<file path="config.mk">
export PLATFORM = sky130hd
export DESIGN_NAME = ictc_front
export DESIGN_NICKNAME = d
export VERILOG_FILES = /design/src/sv/ictc_pkg.sv /design/src/sv/ictc_front.sv
export SDC_FILE = /design/constraint.sdc
export NUM_CORES = 1
export LEC_CHECK = 0
export BUFFER_PORTS_ARGS = -buffer_cell sky130_fd_sc_hd__buf_2
export CORE_MARGIN = 8
export CORE_UTILIZATION = 40
export DETAILED_ROUTE_END_ITERATION = 10
export GPL_TIMING_DRIVEN = 1
export SLEW_MARGIN = 10
export SYNTH_ARGS = -nofsm -noshare
export SYNTH_HDL_FRONTEND = slang
export SYNTH_SLANG_ARGS = --single-unit
</file>
<file path="constraint.sdc">
create_clock -name clock -period 8.21 [get_ports clock]
set_clock_uncertainty 0.1 [all_clocks]
set_input_delay 0.821 -clock clock [delete_from_list [all_inputs] [get_ports clock]]
set_output_delay 0.821 -clock clock [all_outputs]
set_load 0.05 [all_outputs]
</file>
<file path="src/sv/ictc_pkg.sv">
package ictc_pkg;

   localparam logic [15:0] ETHERTYPE_IPV4 = 16'h0800;
   localparam logic [7:0]  PROTO_TCP      = 8'd6;
   localparam logic [7:0]  PROTO_UDP      = 8'd17;
   localparam logic [15:0] POS_MAX        = 16'hFFFF;
   localparam logic [15:0] ETH_HDR_BYTES  = 16'd14;
   localparam logic [3:0]  MIN_IHL        = 4'd5;

   typedef enum logic [1:0] {
      L4_NONE = 2'd0,
      L4_TCP  = 2'd1,
      L4_UDP  = 2'd2
   } l4_kind_type;

   // per-frame summary handed from the byte front end to the finishing stage
   typedef struct packed {
      logic        ipv4;
      logic [15:0] count;
      logic [3:0]  hdr_words;
      logic [15:0] total_len;
      logic [7:0]  proto;
      logic [15:0] hdr_sum;
      logic [15:0] seg_sum;
   } frame_sum_type;

   function automatic logic [15:0] oc_add(input logic [15:0] a, input logic [15:0] b);
      logic [16:0] s;
      s = {1'b0, a} + {1'b0, b};
      return s[15:0] + {15'd0, s[16]};
   endfunction

endpackage

</file>
<file path="src/sv/ictc_front.sv">
module ictc_front import ictc_pkg::*; (
   input  logic          clock,
   input  logic          reset,
   input  logic          byte_valid,
   input  logic [7:0]    frame_byte,
   input  logic          last_byte,
   output logic          sum_push,
   output frame_sum_type sum_data
);

   logic [15:0] pos_ff, pos_in;
   logic [15:0] ftype_ff, ftype_in;
   logic [3:0]  hw_ff, hw_in;
   logic [15:0] tl_ff, tl_in;
   logic [7:0]  proto_ff, proto_in;
   logic [15:0] hsum_ff, hsum_in;
   logic [15:0] ssum_ff, ssum_in;
   logic [7:0]  held_ff, held_in;

   logic        active;
   logic        ip;
   logic        seg_on;
   logic [16:0] p17;
   logic [16:0] hdr_end;
   logic [16:0] seg_end;
   logic [15:0] word;

   always_comb begin
      active  = pos_ff != POS_MAX;
      ip      = (pos_ff >= ETH_HDR_BYTES) && (ftype_ff == ETHERTYPE_IPV4);
      seg_on  = ip && (hw_ff >= MIN_IHL);
      p17     = {1'b0, pos_ff};
      hdr_end = {1'b0, ETH_HDR_BYTES} + {11'd0, hw_ff, 2'b00};
      seg_end = {1'b0, ETH_HDR_BYTES} + {1'b0, tl_ff};
      word    = {held_ff, frame_byte};

      pos_in   = pos_ff;
      ftype_in = ftype_ff;
      hw_in    = hw_ff;
      tl_in    = tl_ff;
      proto_in = proto_ff;
      hsum_in  = hsum_ff;
      ssum_in  = ssum_ff;
      held_in  = held_ff;

      if (byte_valid && active) begin
         if (pos_ff == 16'd12) ftype_in = {frame_byte, 8'h00};
         if (pos_ff == 16'd13) ftype_in = {ftype_ff[15:8], frame_byte};
         if (ip && pos_ff == 16'd14) hw_in = frame_byte[3:0];
         if (ip && pos_ff == 16'd16) tl_in = {frame_byte, 8'h00};
         if (ip && pos_ff == 16'd17) tl_in = {tl_ff[15:8], frame_byte};
         if (ip && pos_ff == 16'd23) proto_in = frame_byte;

         if (!pos_ff[0]) begin
            held_in = frame_byte;
            // odd-length segment: pad the final byte with a low zero
            if (seg_on && p17 >= hdr_end && (p17 + 17'd1) == seg_end)
               ssum_in = oc_add(ssum_ff, {frame_byte, 8'h00});
         end else if (ip) begin
            if (pos_ff >= 16'd15 && p17 < hdr_end)
               hsum_in = oc_add(hsum_ff, word);
            // pseudo-header addresses and segment words never overlap
            if (pos_ff >= 16'd27 && pos_ff <= 16'd33)
               ssum_in = oc_add(ssum_ff, word);
            else if (seg_on && (p17 - 17'd1) >= hdr_end && p17 < seg_end)
               ssum_in = oc_add(ssum_ff, word);
         end
         pos_in = pos_ff + 16'd1;
      end

      sum_push           = byte_valid && last_byte;
      sum_data.count     = active ? pos_ff + 16'd1 : POS_MAX;
      sum_data.ipv4      = (sum_data.count >= ETH_HDR_BYTES) && (ftype_in == ETHERTYPE_IPV4);
      sum_data.hdr_words = hw_in;
      sum_data.total_len = tl_in;
      sum_data.proto     = proto_in;
      sum_data.hdr_sum   = hsum_in;
      sum_data.seg_sum   = ssum_in;

      // frame done: drop all per-frame state
      if (sum_push) begin
         pos_in   = '0;
         ftype_in = '0;
         hw_in    = '0;
         tl_in    = '0;
         proto_in = '0;
         hsum_in  = '0;
         ssum_in  = '0;
         held_in  = '0;
      end
   end

   always_ff @(posedge clock) begin
      if (reset) begin
         pos_ff   <= '0;
         ftype_ff <= '0;
         hw_ff    <= '0;
         tl_ff    <= '0;
         proto_ff <= '0;
         hsum_ff  <= '0;
         ssum_ff  <= '0;
         held_ff  <= '0;
      end else begin
         pos_ff   <= pos_in;
         ftype_ff <= ftype_in;
         hw_ff    <= hw_in;
         tl_ff    <= tl_in;
         proto_ff <= proto_in;
         hsum_ff  <= hsum_in;
         ssum_ff  <= ssum_in;
         held_ff  <= held_in;
      end
   end

endmodule

</file>
==> results.yml <==
floorplan:
  rows: 56
  ios: 90
  die_h_um: 171
  chipWidth_um: 171
  dieArea_um2: 29200
  core_area_um2: 23500
  initial_core_util: 0.408
power:
  peakVddDrop_v: 0.0000799
  leakagePower_nw: 4.54
  power_density_nw_per_um2: 109
worst_setup_path:
  cp_slowest_cell: "nor4b_1"
  cpMostUsedCell: "a21oi_1"
  reg2reg_from: "pos_ff[0]"
  crit_required_ns: 7.29
  cp.arrival_ns: 5.31
  worstPathMaxFanout: 11
  worstPathCellList: "buf_2 > inv_1 > fa_1 > nor2b_1 > o31a_1 > o221ai_1 > a21oi_1 > o21a_1 > o21ai_0 > a21oi_1 > o21ai_0 > nand2b_1 > ha_1 > nand3_1 > inv_1 > nand3_1 > nor4b_1 > nand2_1 > xor2_1 > a21oi_1 > buf_2"
  r2r_setup_slack_ns: 3.69
  crit_buf_inv: 4
  crit_type: "in2out"
  crit_path_max_incr_delay_ns: 0.62
  cp-start-kind: "primary input"
  cpLargestDelayFamily: "compound AO/OA/AOI/OAI gates"
  r2r_cells: 11
  r2r-end: "tl_ff[13]"
  end_kind: "output port"
clock_tree:
  clock_path_buffers: 2
  cts_buffers: 9
  cts_resized: 0
  root_buffer: "clkbuf_16"
  h-tree-depth: 3
  cts_tree: "built"
  postCtsHoldBufs: 0
  cts_sinks: 100
  clk_latency_ns: 0.37
  clk_pin_slew_ns: 0.08
  cts_setup_buffers: 0
sta:
  setup_tns_ns: 0
  whs_ns: 0.352
  slew_viol_final: 0
  relSlewSlack: 0.344
  layout_setup_ws_ns: 1.98
  worst_slew_pin_slew_ns: 0.980
  final.min_clock_period_ns: 6.23
  rsz0062_at_grt: "no"
  max_freq_mhz: 161
  setup_violations: 0
  hold_viol_final: 0
  finalCritPeriodShare: 0.758
logic_synthesis:
  synth_area_um2: 9580
  ys_seq_area_frac: 0.209
  synth_cells: 1258
  yosysTopAreaCell: "dfxtp_1"
  ys_top_cells_by_area: "dfxtp_1, ha_1, nand2_1"
  synthArstFlopShare: 0
  synth_nets: 1354
  ys_seq_elements: 100
  synth-main-ff-cell: "dfxtp_1"
  netlist.area_leader.share: 0.209
  synthTopCellsByCount: "nand2_1, nor2_1, dfxtp_1"
  ys_types: 82
  yosysMostFrequentCell: "nand2_1"
  ys.warnings.count: 0
  syn_area_per_cell_um2: 7.61
  synth_edf_count: 0
global_route:
  met3_usage: 0.0353
  grt_start_max_net_pins: 57
  grt_use_met1: 0.275
  grt-busiest-layer: "met2"
  grt_pass1_wl_um: 48000
  track_usage: 0.205
  overflow: 0
  antenna_found_initial: 0
  gr-usage-met2: 0.335
  grt_pass1_vias: 8877
layout:
  drive_above_1_share: 0.130
  final_nets: 1402
  diodes: 0
  areaGrowthSynthToFinish_pct: 10.2
detailed_routing:
  drt_iter0_drc: 743
  wl_um: 30000
  avgRoutedWirePerCell_um: 18.4
  ant_nets: 0
  vias: 9363
  routed_via_density: 5.74
  drcViolationCount: 0
  dr.pass1.iters: 5
place:
  place.gp.congestion: 0.913
  io_buffers: 89
  place_ws_ns: 2.02
  hpwl_um: 22400
min_path:
  hold_path.class: "reg2reg"
  holdPathEnd: "ftype_ff[14]"
  hold_start: "ftype_ff[14]"
  min_path_cells: 2
run:
  max-cap-violations: 0
outcome:
  outcome: "finished, final reports clean"
## kinds of logic (layout without fill, tap and decap cells)
logic type	count (synthesis)	count (layout)	share of synthesized area
multiplexers	36	36	0.0405
AO/OA/AOI/OAI	292	292	0.202
buffers and inverters	95	148	0.0401
AND/OR/NAND/NOR	559	559	0.308
adder cells (fa/ha/maj)	84	84	0.112
XOR/XNOR	92	92	0.0884
flip-flops	100	100	0.209
## worst register-to-register path: stages (launching register included)
cell	delay [ns]
dfxtp_1	0.34
buf_4	0.44
ha_1	0.54
inv_1	0.21
nor4_2	0.49
nand3_1	0.49
nand2_1	0.20
buf_4	0.36
nor4b_2	0.14
and4b_1	0.55
mux2_2	0.43
and2_1	0.13
## how the worst max path moves through the flow
stage	start	end	slack, ns	cells past startpoint
2_1_floorplan	frame_byte[0]	sum_data[26]	2.52	18
3_3_place_gp	frame_byte[1]	sum_data[29]	2.14	21
3_5_place_dp	frame_byte[1]	sum_data[29]	2.02	21
4_1_cts	frame_byte[1]	sum_data[29]	1.99	21
5_1_grt	frame_byte[1]	sum_data[29]	1.51	21
6_report	frame_byte[1]	sum_data[29]	1.98	21
## per-stage QoR
step	std cells	area (µm²)	util	power (mW)
final	1630	10600	0.450	1.15
after global routing	1630	10600	0.450	1.20
after CTS	1630	10600	0.450	1.16
after detailed placement	1614	10200	0.436	0.698
after global placement	1614	10200	0.436	0.697
after floorplan	1258	9580	-	0.640
## flip-flops by register name, summed over array words and instances (netlist names)
register and flops:
ftype_ff 16, held_ff 8, hsum_ff 16, hw_ff 4, pos_ff 16, proto_ff 8, ssum_ff 16, tl_ff 16
## metal layers
layer / vias to the layer above / wire (µm)
li1: 4686 / -
met1: 4391 / 14200
met2: 251 / 13600
met3: 35 / 1690
met4: 0 / 511
met5: - / 0
## cell type report
class	count	area (µm²)
clock inverters	7	93.8
well taps	319	399
flip-flops and latches	100	2000
multi-input cells	1063	7200
inverters	35	131
repair buffers	97	505
fillers	2382	12900
clock buffers	9	225
## cells in the final DEF, fill, tap and decap left out, types with 44 or more instances in the layout
| cell | synthesis | routed |
|---|---|---|
| nand2_1 | 151 | 151 |
| nor2_1 | 112 | 111 |
| dfxtp_1 | 100 | 100 |
| buf_2 | 16 | 89 |
| ha_1 | 81 | 81 |
| a21oi_1 | 76 | 76 |
| o21ai_0 | 67 | 67 |
| xnor2_1 | 52 | 52 |
| nand3_1 | 49 | 49 |
| and2_1 | 44 | 44 |
## where the power goes
part           switching, mW  total, mW  internal, mW
combinational          0.131      0.192        0.0611
clock                  0.242      0.463         0.221
sequential           0.00798      0.497         0.489
total                  0.381       1.15         0.771
Power figures use the tool's default switching activity.
